==> config.mk <==
export PLATFORM = sky130hd
export DESIGN_NAME = rainbow_wheel_pixel_generator_flat
export DESIGN_NICKNAME = d
export VERILOG_FILES = /design/src/rtl/rwpg_pkg.sv /design/src/rtl/rwpg_cfg_if.sv /design/src/rtl/rwpg_in_if.sv /design/src/rtl/rwpg_out_if.sv /design/src/rtl/rwpg_div.sv /design/src/rtl/rainbow_wheel_pixel_generator.sv /design/src/flat_wrapper.sv
export SDC_FILE = /design/constraint.sdc
export NUM_CORES = 1
export LEC_CHECK = 0
export CAP_MARGIN = 20
export CORE_MARGIN = 2
export CORE_UTILIZATION = 40
export CTS_BUF_LIST = sky130_fd_sc_hd__clkbuf_8 sky130_fd_sc_hd__clkbuf_16
export DETAILED_ROUTE_END_ITERATION = 12
export DONT_BUFFER_PORTS = 1
export GPL_TIMING_DRIVEN = 0
export PLACE_DENSITY = 0.6
export SYNTH_ARGS = -nofsm -noshare
export SYNTH_HDL_FRONTEND = slang
export SYNTH_HIERARCHICAL = 1
export SYNTH_SLANG_ARGS = --single-unit
==> constraint.sdc <==
create_clock -name clk -period 6.25 [get_ports clk]
set_input_delay 0.9375 -clock clk [delete_from_list [all_inputs] [get_ports clk]]
set_output_delay 0.9375 -clock clk [all_outputs]
set_load 0.01 [all_outputs]
==> src/rtl/rwpg_pkg.sv <==
// ---------------------------------------------------------------------------
// Rainbow wheel pixel generator package
// Shared widths, codes, state types and the divide-by-255 helper.
// ---------------------------------------------------------------------------
package rwpg_pkg;

  localparam int MAX_LEDS_DEF = 1024;

  localparam int OP_W        = 2;
  localparam int IDX_W       = 10;
  localparam int CH_W        = 8;
  localparam int WHEEL_W     = 8;
  localparam int LED_COUNT_W = 11;
  localparam int CFG_IDX_W   = 2;
  localparam int CFG_DATA_W  = 11;
  localparam int DVD_W       = IDX_W + WHEEL_W;

  localparam logic [WHEEL_W-1:0]     SEG_EDGE1     = 8'd85;
  localparam logic [WHEEL_W-1:0]     SEG_EDGE2     = 8'd170;
  localparam logic [CH_W-1:0]        CH_MAX        = 8'd255;
  localparam logic [LED_COUNT_W-1:0] LED_COUNT_RST = 11'd1;
  localparam logic [CH_W-1:0]        BRIGHT_RST    = 8'd255;

  typedef enum logic [OP_W-1:0] {
    OP_PIXEL   = 2'd0,
    OP_ADVANCE = 2'd1,
    OP_RESTART = 2'd2
  } op_t;

  typedef enum logic [CFG_IDX_W-1:0] {
    CFG_LED_COUNT  = 2'd0,
    CFG_BRIGHTNESS = 2'd1
  } cfg_reg_t;

  typedef enum logic [1:0] {
    SEG_RB = 2'd0,
    SEG_GB = 2'd1,
    SEG_RG = 2'd2
  } seg_t;

  typedef enum logic [2:0] {
    S_IDLE  = 3'd0,
    S_DIV   = 3'd1,
    S_WHEEL = 3'd2,
    S_MUL_A = 3'd3,
    S_MUL_B = 3'd4,
    S_DONE  = 3'd5
  } state_t;

  // Exact floor(x / 255) for any product of two 8-bit values.
  function automatic logic [CH_W-1:0] div255(input logic [2*CH_W-1:0] x);
    logic [2*CH_W:0] s;
    s = (2*CH_W+1)'(x) + (2*CH_W+1)'(x[2*CH_W-1:CH_W]) + (2*CH_W+1)'(1);
    return s[2*CH_W-1:CH_W];
  endfunction

endpackage

==> src/rtl/rwpg_cfg_if.sv <==
// ---------------------------------------------------------------------------
// Configuration write channel
// Register index and write data with a valid/ready handshake.
// ---------------------------------------------------------------------------
interface rwpg_cfg_if;
  import rwpg_pkg::*;

  logic                  valid;
  logic                  ready;
  logic [CFG_IDX_W-1:0]  index;
  logic [CFG_DATA_W-1:0] data;

  modport source (output valid, output index, output data, input ready);
  modport sink   (input valid, input index, input data, output ready);
endinterface

==> src/rtl/rwpg_in_if.sv <==
// ---------------------------------------------------------------------------
// Request channel
// Operation code and LED index with a valid/ready handshake.
// ---------------------------------------------------------------------------
interface rwpg_in_if;
  import rwpg_pkg::*;

  logic             valid;
  logic             ready;
  logic [OP_W-1:0]  operation;
  logic [IDX_W-1:0] led_index;

  modport source (output valid, output operation, output led_index, input ready);
  modport sink   (input valid, input operation, input led_index, output ready);
endinterface

==> src/rtl/rwpg_out_if.sv <==
// ---------------------------------------------------------------------------
// Pixel result channel
// LED index and scaled color channels with a valid/ready handshake.
// ---------------------------------------------------------------------------
interface rwpg_out_if;
  import rwpg_pkg::*;

  logic             valid;
  logic             ready;
  logic [IDX_W-1:0] pixel_index;
  logic [CH_W-1:0]  red;
  logic [CH_W-1:0]  green;
  logic [CH_W-1:0]  blue;

  modport source (output valid, output pixel_index, output red, output green, output blue,
                  input ready);
  modport sink   (input valid, input pixel_index, input red, input green, input blue,
                  output ready);
endinterface

==> src/rtl/rwpg_div.sv <==
// ---------------------------------------------------------------------------
// Serial restoring divider
// Produces one quotient bit per cycle while busy; done pulses once all DVD_W bits are formed.
// ---------------------------------------------------------------------------
module rwpg_div #(
  parameter int DVD_W = 18,
  parameter int DVS_W = 11
) (
  input  logic             clk,
  input  logic             rst,
  input  logic             start,
  input  logic [DVD_W-1:0] dividend,
  input  logic [DVS_W-1:0] divisor,
  output logic             done,
  output logic [DVD_W-1:0] quotient
);

  localparam int STEP_W = $clog2(DVD_W + 1);

  logic              busy;
  logic [STEP_W-1:0] step;
  logic [DVD_W-1:0]  dvd;
  logic [DVS_W-1:0]  rem;
  logic [DVS_W-1:0]  dvs;
  logic [DVS_W:0]    trial;
  logic [DVS_W:0]    diff;
  logic              fits;

  always_comb begin
    trial = {rem, dvd[DVD_W-1]};
    fits  = (trial >= {1'b0, dvs});
    diff  = trial - {1'b0, dvs};
  end

  always_ff @(posedge clk) begin
    if (rst) begin
      busy <= 1'b0;
      done <= 1'b0;
      step <= '0;
    end else if (start) begin
      busy <= 1'b1;
      done <= 1'b0;
      step <= '0;
    end else if (busy) begin
      step <= step + STEP_W'(1);
      if (step == STEP_W'(DVD_W - 1)) begin
        busy <= 1'b0;
        done <= 1'b1;
      end
    end else begin
      done <= 1'b0;
    end
  end

  always_ff @(posedge clk) begin
    if (start) begin
      dvd <= dividend;
      rem <= '0;
      dvs <= divisor;
    end else if (busy) begin
      rem <= fits ? diff[DVS_W-1:0] : trial[DVS_W-1:0];
      dvd <= {dvd[DVD_W-2:0], fits};
    end
  end

  assign quotient = dvd;

endmodule

==> src/rtl/rainbow_wheel_pixel_generator.sv <==
// ---------------------------------------------------------------------------
// Rainbow wheel pixel generator
// Maps an LED index and the frame offset through the color wheel and scales
// each channel by the brightness register.
// ---------------------------------------------------------------------------
// A pixel request is accepted only in S_IDLE and runs through S_DIV (the 18-step
// serial divider for index*256/led_count), S_WHEEL, S_MUL_A, S_MUL_B and S_DONE,
// which waits while the last result is still unaccepted; the next request is
// accepted back in S_IDLE. Advance and restart requests produce no result.
// Reset clears the frame offset, sets led_count to 1 and brightness to 255,
// and leaves no result pending.
module rainbow_wheel_pixel_generator #(
  parameter int MAX_LEDS = rwpg_pkg::MAX_LEDS_DEF
) (
  input logic         clk,
  input logic         rst,
  rwpg_cfg_if.sink    cfg,
  rwpg_in_if.sink     request,
  rwpg_out_if.source  pixel
);
  import rwpg_pkg::*;

  localparam int CNT_W = (MAX_LEDS >= 2047) ? LED_COUNT_W : $clog2(MAX_LEDS + 1);

  state_t                 state;
  state_t                 state_next;
  logic [WHEEL_W-1:0]     frame_offset;
  logic [LED_COUNT_W-1:0] led_count;
  logic [CH_W-1:0]        brightness;
  logic [IDX_W-1:0]       idx;
  logic [CNT_W-1:0]       divisor;
  logic                   div_start;
  logic                   div_done;
  logic [DVD_W-1:0]       quotient;
  logic                   req_acc;
  op_t                    req_op;
  logic [WHEEL_W-1:0]     pos;
  logic [WHEEL_W-1:0]     p;
  logic [WHEEL_W-1:0]     pa;
  logic [WHEEL_W+1:0]     pa3;
  seg_t                   seg_now;
  seg_t                   seg;
  logic [CH_W-1:0]        vdn;
  logic [CH_W-1:0]        vup;
  logic [2*CH_W-1:0]      prod;
  logic [CH_W-1:0]        sd;
  logic [CH_W-1:0]        su;
  logic                   out_valid;
  logic                   out_free;
  logic [IDX_W-1:0]       out_index;
  logic [CH_W-1:0]        out_red;
  logic [CH_W-1:0]        out_green;
  logic [CH_W-1:0]        out_blue;

  assign cfg.ready = 1'b1;

  always_ff @(posedge clk) begin
    if (rst) begin
      led_count  <= LED_COUNT_RST;
      brightness <= BRIGHT_RST;
    end else if (cfg.valid) begin
      unique case (cfg_reg_t'(cfg.index))
        CFG_LED_COUNT:  led_count  <= cfg.data;
        CFG_BRIGHTNESS: brightness <= cfg.data[CH_W-1:0];
        default: ;
      endcase
    end
  end

  assign req_op    = op_t'(request.operation);
  assign req_acc   = request.valid && request.ready;
  assign div_start = req_acc && (req_op == OP_PIXEL);

  always_comb begin
    if (led_count == '0) begin
      divisor = CNT_W'(1);
    end else if (32'(led_count) > 32'(MAX_LEDS)) begin
      divisor = CNT_W'(MAX_LEDS);
    end else begin
      divisor = CNT_W'(led_count);
    end
  end

  always_ff @(posedge clk) begin
    if (rst) begin
      frame_offset <= '0;
    end else if (req_acc) begin
      unique case (req_op)
        OP_ADVANCE: frame_offset <= frame_offset + WHEEL_W'(1);
        OP_RESTART: frame_offset <= '0;
        default: ;
      endcase
    end
  end

  always_ff @(posedge clk) begin
    if (div_start) begin
      idx <= request.led_index;
    end
  end

  rwpg_div #(
    .DVD_W (DVD_W),
    .DVS_W (CNT_W)
  ) u_div (
    .clk      (clk),
    .rst      (rst),
    .start    (div_start),
    .dividend ({request.led_index, WHEEL_W'(0)}),
    .divisor  (divisor),
    .done     (div_done),
    .quotient (quotient)
  );

  always_comb begin
    pos = quotient[WHEEL_W-1:0] + frame_offset;
    p   = ~pos;
    priority if (p < SEG_EDGE1) begin
      seg_now = SEG_RB;
      pa      = p;
    end else if (p < SEG_EDGE2) begin
      seg_now = SEG_GB;
      pa      = p - SEG_EDGE1;
    end else begin
      seg_now = SEG_RG;
      pa      = p - SEG_EDGE2;
    end
    pa3 = (WHEEL_W+2)'(pa) + (WHEEL_W+2)'({pa, 1'b0});
  end

  always_ff @(posedge clk) begin
    unique case (state)
      S_WHEEL: begin
        seg <= seg_now;
        vup <= pa3[CH_W-1:0];
        vdn <= CH_MAX - pa3[CH_W-1:0];
      end
      S_MUL_A: begin
        prod <= (2*CH_W)'(vdn) * (2*CH_W)'(brightness);
      end
      S_MUL_B: begin
        sd   <= div255(prod);
        prod <= (2*CH_W)'(vup) * (2*CH_W)'(brightness);
      end
      default: ;
    endcase
  end

  assign su       = div255(prod);
  assign out_free = !out_valid || pixel.ready;

  always_ff @(posedge clk) begin
    if (rst) begin
      out_valid <= 1'b0;
    end else if ((state == S_DONE) && out_free) begin
      out_valid <= 1'b1;
    end else if (pixel.ready) begin
      out_valid <= 1'b0;
    end
  end

  always_ff @(posedge clk) begin
    if ((state == S_DONE) && out_free) begin
      out_index <= idx;
      unique case (seg)
        SEG_RB: begin
          out_red   <= sd;
          out_green <= '0;
          out_blue  <= su;
        end
        SEG_GB: begin
          out_red   <= '0;
          out_green <= su;
          out_blue  <= sd;
        end
        SEG_RG: begin
          out_red   <= su;
          out_green <= sd;
          out_blue  <= '0;
        end
        default: begin
          out_red   <= '0;
          out_green <= '0;
          out_blue  <= '0;
        end
      endcase
    end
  end

  assign pixel.valid       = out_valid;
  assign pixel.pixel_index = out_index;
  assign pixel.red         = out_red;
  assign pixel.green       = out_green;
  assign pixel.blue        = out_blue;

  always_ff @(posedge clk) begin
    if (rst) begin
      state <= S_IDLE;
    end else begin
      state <= state_next;
    end
  end

  always_comb begin
    state_next    = state;
    request.ready = 1'b0;
    unique case (state)
      S_IDLE: begin
        request.ready = 1'b1;
        if (request.valid && (req_op == OP_PIXEL)) begin
          state_next = S_DIV;
        end
      end
      S_DIV: begin
        if (div_done) begin
          state_next = S_WHEEL;
        end
      end
      S_WHEEL: state_next = S_MUL_A;
      S_MUL_A: state_next = S_MUL_B;
      S_MUL_B: state_next = S_DONE;
      S_DONE: begin
        if (out_free) begin
          state_next = S_IDLE;
        end
      end
      default: state_next = S_IDLE;
    endcase
  end

`ifndef ASSERT_OFF
  ap_pixel_starts_div: assert property (@(posedge clk) disable iff (rst)
    div_start |=> (state == S_DIV))
    else $error("Pixel request did not start the divider.");

  ap_advance_steps: assert property (@(posedge clk) disable iff (rst)
    (req_acc && (req_op == OP_ADVANCE)) |=> (frame_offset == $past(frame_offset) + 8'd1))
    else $error("Frame offset did not advance by one.");

  ap_done_in_div: assert property (@(posedge clk) disable iff (rst)
    div_done |-> (state == S_DIV))
    else $error("Divider finished outside the divide state.");

  ap_result_from_done: assert property (@(posedge clk) disable iff (rst)
    $rose(pixel.valid) |-> ($past(state) == S_DONE))
    else $error("Result beat appeared without a finished computation.");

  ap_offset_held_busy: assert property (@(posedge clk) disable iff (rst)
    (state != S_IDLE) |=> $stable(frame_offset))
    else $error("Frame offset changed while a pixel was in progress.");
`endif

endmodule

==> src/flat_wrapper.sv <==
// flat-port wrapper written by rule: the top's interface ports become plain ports
module rainbow_wheel_pixel_generator_flat import rwpg_pkg::*;
#(
  parameter int MAX_LEDS = rwpg_pkg::MAX_LEDS_DEF
)
  (clk, rst, cfg_valid, cfg_index, cfg_data, cfg_ready, request_valid, request_operation, request_led_index, request_ready, pixel_valid, pixel_pixel_index, pixel_red, pixel_green, pixel_blue, pixel_ready);
  rwpg_cfg_if cfg_i ();
  rwpg_in_if request_i ();
  rwpg_out_if pixel_i ();
  input logic clk;
  input logic rst;
  input wire logic [$bits(cfg_i.valid)-1:0] cfg_valid;
  input wire logic [$bits(cfg_i.index)-1:0] cfg_index;
  input wire logic [$bits(cfg_i.data)-1:0] cfg_data;
  output wire logic [$bits(cfg_i.ready)-1:0] cfg_ready;
  input wire logic [$bits(request_i.valid)-1:0] request_valid;
  input wire logic [$bits(request_i.operation)-1:0] request_operation;
  input wire logic [$bits(request_i.led_index)-1:0] request_led_index;
  output wire logic [$bits(request_i.ready)-1:0] request_ready;
  output wire logic [$bits(pixel_i.valid)-1:0] pixel_valid;
  output wire logic [$bits(pixel_i.pixel_index)-1:0] pixel_pixel_index;
  output wire logic [$bits(pixel_i.red)-1:0] pixel_red;
  output wire logic [$bits(pixel_i.green)-1:0] pixel_green;
  output wire logic [$bits(pixel_i.blue)-1:0] pixel_blue;
  input wire logic [$bits(pixel_i.ready)-1:0] pixel_ready;
  assign cfg_i.valid = cfg_valid;
  assign cfg_i.index = cfg_index;
  assign cfg_i.data = cfg_data;
  assign cfg_ready = cfg_i.ready;
  assign request_i.valid = request_valid;
  assign request_i.operation = request_operation;
  assign request_i.led_index = request_led_index;
  assign request_ready = request_i.ready;
  assign pixel_valid = pixel_i.valid;
  assign pixel_pixel_index = pixel_i.pixel_index;
  assign pixel_red = pixel_i.red;
  assign pixel_green = pixel_i.green;
  assign pixel_blue = pixel_i.blue;
  assign pixel_i.ready = pixel_ready;
  rainbow_wheel_pixel_generator #(.MAX_LEDS(MAX_LEDS)) u_core (.clk(clk), .rst(rst), .cfg(cfg_i), .request(request_i), .pixel(pixel_i));
endmodule
* After elaboration in Yosys (flattened, before gate mapping)
Index checks and enable logic that the tools add are counted.
** Storage, ports and cells
- Bits in registers :: 164
- Logic and storage cells :: 99
- Input bits :: 30
- Output and inout bits :: 37
** Cells by class
- Equal/unequal tests :: 14
- Reductions and logical operators :: 22
- Multipliers :: 2
- Add/sub/neg operators :: 10
- Mux-type cells :: 22
- Bitwise operators :: 2
- Order comparisons :: 4
** Operators by type and width (number)
- $pmux W8 S2 :: 4
- $mux W18 :: 2
- $mul A8 B8 Y16 :: 2
- $pmux W16 S2 :: 1
- $mux W11 :: 2
- $pmux W3 S6 :: 1
- $add A16 B1 Y16 const B :: 1
- $add A16 B8 Y16 :: 1
- $add A8 B8 Y8 :: 2
- $mux W8 :: 2
- $ge A12 B11 Y1 :: 1
- $gt A11 B11 Y1 const B :: 1
- $logic_not A11 Y1 :: 1
- $sub A11 B11 Y11 :: 1
- $mux W3 :: 3
- $add A8 B1 Y8 const B :: 1
- $lt A8 B7 Y1 const B :: 1
- $lt A8 B8 Y1 const B :: 1
- $not A8 Y8 :: 1
- $reduce_bool A2 Y1 :: 4
- $sub A8 B7 Y8 const B :: 1
- $sub A8 B8 Y8 const A :: 1
- $sub A8 B8 Y8 const B :: 1
- $eq A2 B1 Y1 const B :: 3
- other kinds (20) :: 37

* Logic depth before layout (Yosys ltp)
- Depth in word-level cells :: 7
- Gate-level depth with buffers :: 18
- Mapped depth without buffers :: 18

* Cells and area by module
The synthesis kept the hierarchy.
** Modules (own cells, without submodules)
- rainbow_wheel_pixel_generator :: area each 9934.5 sq um, times used 1, cells an instance 966, sequential area each 3203.1 sq um
- rwpg_div :: area each 2442.3 sq um, times used 1, cells an instance 212, sequential area each 1231.2 sq um

* Worst setup path before layout
OpenSTA, ideal clock, no wires.
- Path kind :: reg-to-reg
- From :: register u_core.brightness[7]
- To :: register u_core.prod[13] (data pin)
- Slack :: 1.586 ns
- Cell stages (with the launch flop) :: 17
- Buffers on the path :: 1
- Data arrival time :: 4.392 ns
- Required time :: 5.978 ns
- Cell sequence :: dfxtp_1 -> clkbuf_1 -> nand2_1 -> fa_1 -> fa_1 -> inv_1 -> fa_1 -> inv_1 -> fa_1 -> inv_1 -> ha_1 -> o21a_1 -> a21boi_0 -> or4_1 -> a21oi_1 -> xor2_1 -> mux2i_1
** Between the ends
- Word-level cells in the longest chain between the ends :: 2
** Ends and longest elaborated chain
- start: declaration :: RTL line rainbow_wheel_pixel_generator.sv:29 : logic [CH_W-1:0] brightness;
- start signal: assignment :: RTL line rainbow_wheel_pixel_generator.sv:64 : CFG_BRIGHTNESS: brightness <= cfg.data[CH_W-1:0];
- $mul A8 B8 Y16, on equally long branches :: RTL line rainbow_wheel_pixel_generator.sv:143, rainbow_wheel_pixel_generator.sv:139
- $pmux W16 S2 (*) :: RTL line rainbow_wheel_pixel_generator.sv:132 : unique case (state)
- end signal: assignment :: RTL line rainbow_wheel_pixel_generator.sv:139 : prod <= (2*CH_W)'(vdn) * (2*CH_W)'(brightness);
- end signal: assignment :: RTL line rainbow_wheel_pixel_generator.sv:143 : prod <= (2*CH_W)'(vup) * (2*CH_W)'(brightness);
- end: declaration :: RTL line rainbow_wheel_pixel_generator.sv:45 : logic [2*CH_W-1:0] prod;
Every way passes the cells marked *; elsewhere a longest branch is shown, timed or not.
A chain may end at the register's enable or synchronous reset.

* Final worst setup path
- From :: register u_core.brightness[7]
- To :: register u_core.prod[14] (data pin)
The elaborated chain is that of the path after synthesis.

==> flow_summary.json <==
{
  "postSynthRegisterBits": 164,
  "grtUsageTotal_pct": 16.98,
  "switching_share_pct": 33.33,
  "yosys_warnings": 6,
  "drive_gt1_share_pct": 6.885,
  "leakage_nw": 5.733,
  "synthArstFlopShare_pct": 0,
  "startpoint_type": "register",
  "cts-resized-gates": 0,
  "p_clk_share_pct": 29.6,
  "synthFlopType": "edfxtp_1",
  "die_area_um2": 32370,
  "r2r_setup_slack_ns": 0.74,
  "viasPerCell": 5.230,
  "irDropWorstVdd_mv": 0.1977,
  "fmax_mhz": 181.6,
  "clk_latency_ns": 0.43,
  "synth_top_family_by_area": "adder cells",
  "gp_congestion": 0.8483,
  "hold_viol_final": 0,
  "fin_crit_sh_pct": 88.11,
  "clk_path_buf_depth": 2,
  "die_h_um": 179.9,
  "ant_nets": 0,
  "min_path_type": "register to register",
  "synth_mux_area_share_pct": 4.175,
  "synth_edf_count": 115,
  "crit_start": "u_core/brightness[7]",
  "clk_pin_slew_ns": 0.07,
  "drc": 0,
  "drv_cap": 0,
  "critPathRequiredTime_ns": 6.41,
  "core_um2": 30510,
  "syn_area_um2": 12380,
  "dp_hpwl_um": 20840,
  "post_synth_inst_count": 1178,
  "place_ws_ns": 0.7692,
  "synth_compound_area_share_pct": 11.04,
  "power_frac_comb_pct": 35.4,
  "cp.arrival_ns": 5.67,
  "synthSimpleGateAreaFrac_pct": 15.57,
  "first_pass_iters": 5,
  "maxSlewViolCount": 0,
  "antenna_found_initial": 0,
  "setup_tns_ns": 0,
  "hold_path_depth": 0,
  "yosys-top-cells-area": "edfxtp_1 28%, fa_1 12%, ha_1 12%",
  "max_stage_delay_ns": 0.55,
  "synthAdderAreaFrac_pct": 23.76,
  "critPathCaptureType": "register",
  "synth_cell_type_count": 80,
  "vias": 8451,
  "ioPinCount": 67,
  "rsz0062_at_grt": "false",
  "cts_hold_buffers": 0,
  "syn_avg_cell_area_um2": 10.51,
  "yosys.area_share.xor_xnor_pct": 4.185,
  "whs_endpoint": "u_core/pixel.pixel_index[9]",
  "yosys.area.top_type": "edfxtp_1",
  "grt_max_degree": 35,
  "row_count": 64,
  "finish.utilization_pct": 44.55,
  "min-delay-start": "u_core/idx[9]",
  "grt_pass1_vias": 8620,
  "setup_slack_ns": 0.7434,
  "cpMaxStageDelayCell": "fa_1",
  "cts_tree": "built",
  "yosysSeqAreaShare_pct": 35.83,
  "power.internal_mw": 2.472,
  "cts_inserted_buffers": 17,
  "crit_top_cell": "fa_1",
  "synth_top_cell_area_share_pct": 27.90,
  "setup_violations": 0,
  "critPathKind": "register to register",
  "seqPwrFrac_pct": 35.0,
  "cts_setup_buffers": 0,
  "p_per_area_nw_per_um2": 272.8,
  "h-tree-depth": 4,
  "nets": 1427,
  "grt_pass1_wl_um": 44220,
  "cts_num_sinks": 164,
  "syn2layout_area_growth_pct": 9.816,
  "period_minus_slack_ns": 5.507,
  "final_area_um2": 13590,
  "r2r_end": "u_core/prod[14]",
  "start_util_pct": 40.57,
  "die_w_um": 179.9,
  "insertedDiodeCount": 0,
  "worst_clock_skew_ns": 0.01301,
  "cts_root_buf": "clkbuf_16",
  "cp_max_fo": 10,
  "tightest_slew_ns": 0.9623,
  "critical_path.cell_chain": "clkbuf_1 > nand2_1 > fa_1 > fa_1 > inv_1 > fa_1 > inv_1 > fa_1 > inv_1 > ha_1 > o21a_1 > a21oi_1 > o21ai_0 > o31ai_1 > xor2_1 > mux2i_1",
  "wl_per_cell_um": 16.53,
  "status": "finished, final reports clean",
  "placed_cell_area_um2": 12940,
  "drtIter0Drc": 507,
  "r2r-start": "u_core/brightness[7]",
  "routed_wirelength_um": 26710,
  "relSlewSlack_pct": 35.85,
  "p_sw_mw": 1.236,
  "whs_ns": 0.4138,
  "numPortBuffers": 0,
  "ff2ff_path_depth": 16,
  "gr-total-overflow": 0
}
## cell type report
cell class,instances,area (um2)
inverter,132,495.5
clock buffer,17,425.4
timing repair buffer,3,55.05
fill,2880,16920
clock inverter,15,195.2
tap,396,495.5
multi-input combinational,850,7320
buffer,39,171.4
sequential,164,4434
## registers in the layout (all words and copies together), names as in the netlist, 10 cells and up
| signal | flops |
|---|---|
| u_core/u_div/quotient | 18 |
| u_core/prod | 16 |
| u_core/led_count | 11 |
| u_core/u_div/dvs | 11 |
| u_core/u_div/rem | 11 |
| u_core/idx | 10 |
| u_core/pixel.pixel_index | 10 |
## per-layer routing
metal / track usage [%] / vias to the layer above / part of all wire (%) / wire (um)
li1: - / 4128 / - / -
met1: 23.14 / 4111 / 48 / 12730
met2: 27.85 / 187 / 46 / 12250
met3: 3.383 / 25 / 5.1 / 1371
met4: 4.098 / 0 / 1.4 / 367
met5: 0 / - / 0 / 0
## worst max-delay path: cells and delay by family, from the launching register on
kind	cells	cell delay, ns
simple gates	1	0.16
mux	1	0.40
fa+ha+maj	5	2.47
buf+inv	4	0.66
compound gates	4	0.94
flops	1	0.50
xor+xnor	1	0.10
## cell usage after synthesis (all sizes together) (28+ instances only)
cell type	instances
a21oi	34
and2	108
dfxtp	49
edfxtp	115
fa	75
ha	115
inv	132
mux2i	28
nand2	67
nor2	62
o21ai	35
xnor2	30
## per-stage QoR
stage	cells	power, mW
6_report	1616	3.708
5_1_grt	1616	3.983
4_1_cts	1615	3.734
3_5_place_dp	1583	2.620
3_3_place_gp	1581	2.606
2_1_floorplan	1185	2.338
## logic make-up (layout without fill, tap and decap cells)
family | after synthesis | after routing
AO/OA/AOI/OAI | 191 | 191
XOR/XNOR | 57 | 57
adder cells (fa/ha/maj) | 190 | 190
buffers and inverters | 171 | 206
flip-flops | 164 | 164
multiplexers | 49 | 49
other | 2 | 9
AND/OR/NAND/NOR | 354 | 354
## power by group through the flow
stage / registers (mW) / logic [mW] / clock network, mW
floorplan: 1.30 / 1.03 / 0
finish: 1.30 / 1.31 / 1.10
global route: 1.30 / 1.50 / 1.17
global placement: 1.32 / 1.29 / 0
CTS: 1.30 / 1.31 / 1.12
detailed placement: 1.32 / 1.30 / 0
## placed cells by master, fill, tap and decap left out, types with 11 or more instances in the layout
cell and count:
nor2b_1 22, o21a_1 13, fa_1 75, ha_1 115, nand3b_1 11, mux2_2 21, nor2_1 61, mux2i_1 28
inv_1 131, a21oi_1 34, a21o_1 14, nand2_1 67, a211oi_1 11, xnor2_1 30, nand3_1 13, and2_1 107
o21ai_0 33, clkbuf_16 17, clkbuf_1 27, xor2_1 26, dfxtp_1 49, edfxtp_1 115, nor3_1 14, a22o_1 25
## worst max-delay path by stage
stage / endpoint / cells past startpoint
2_1_floorplan: u_core/prod[13] / 16
3_3_place_gp: u_core/prod[14] / 16
5_1_grt: u_core/prod[14] / 17
3_5_place_dp: u_core/prod[14] / 16
6_report: u_core/prod[14] / 16
4_1_cts: u_core/prod[14] / 16
Note: power is estimated with default switching activity, not from simulation.
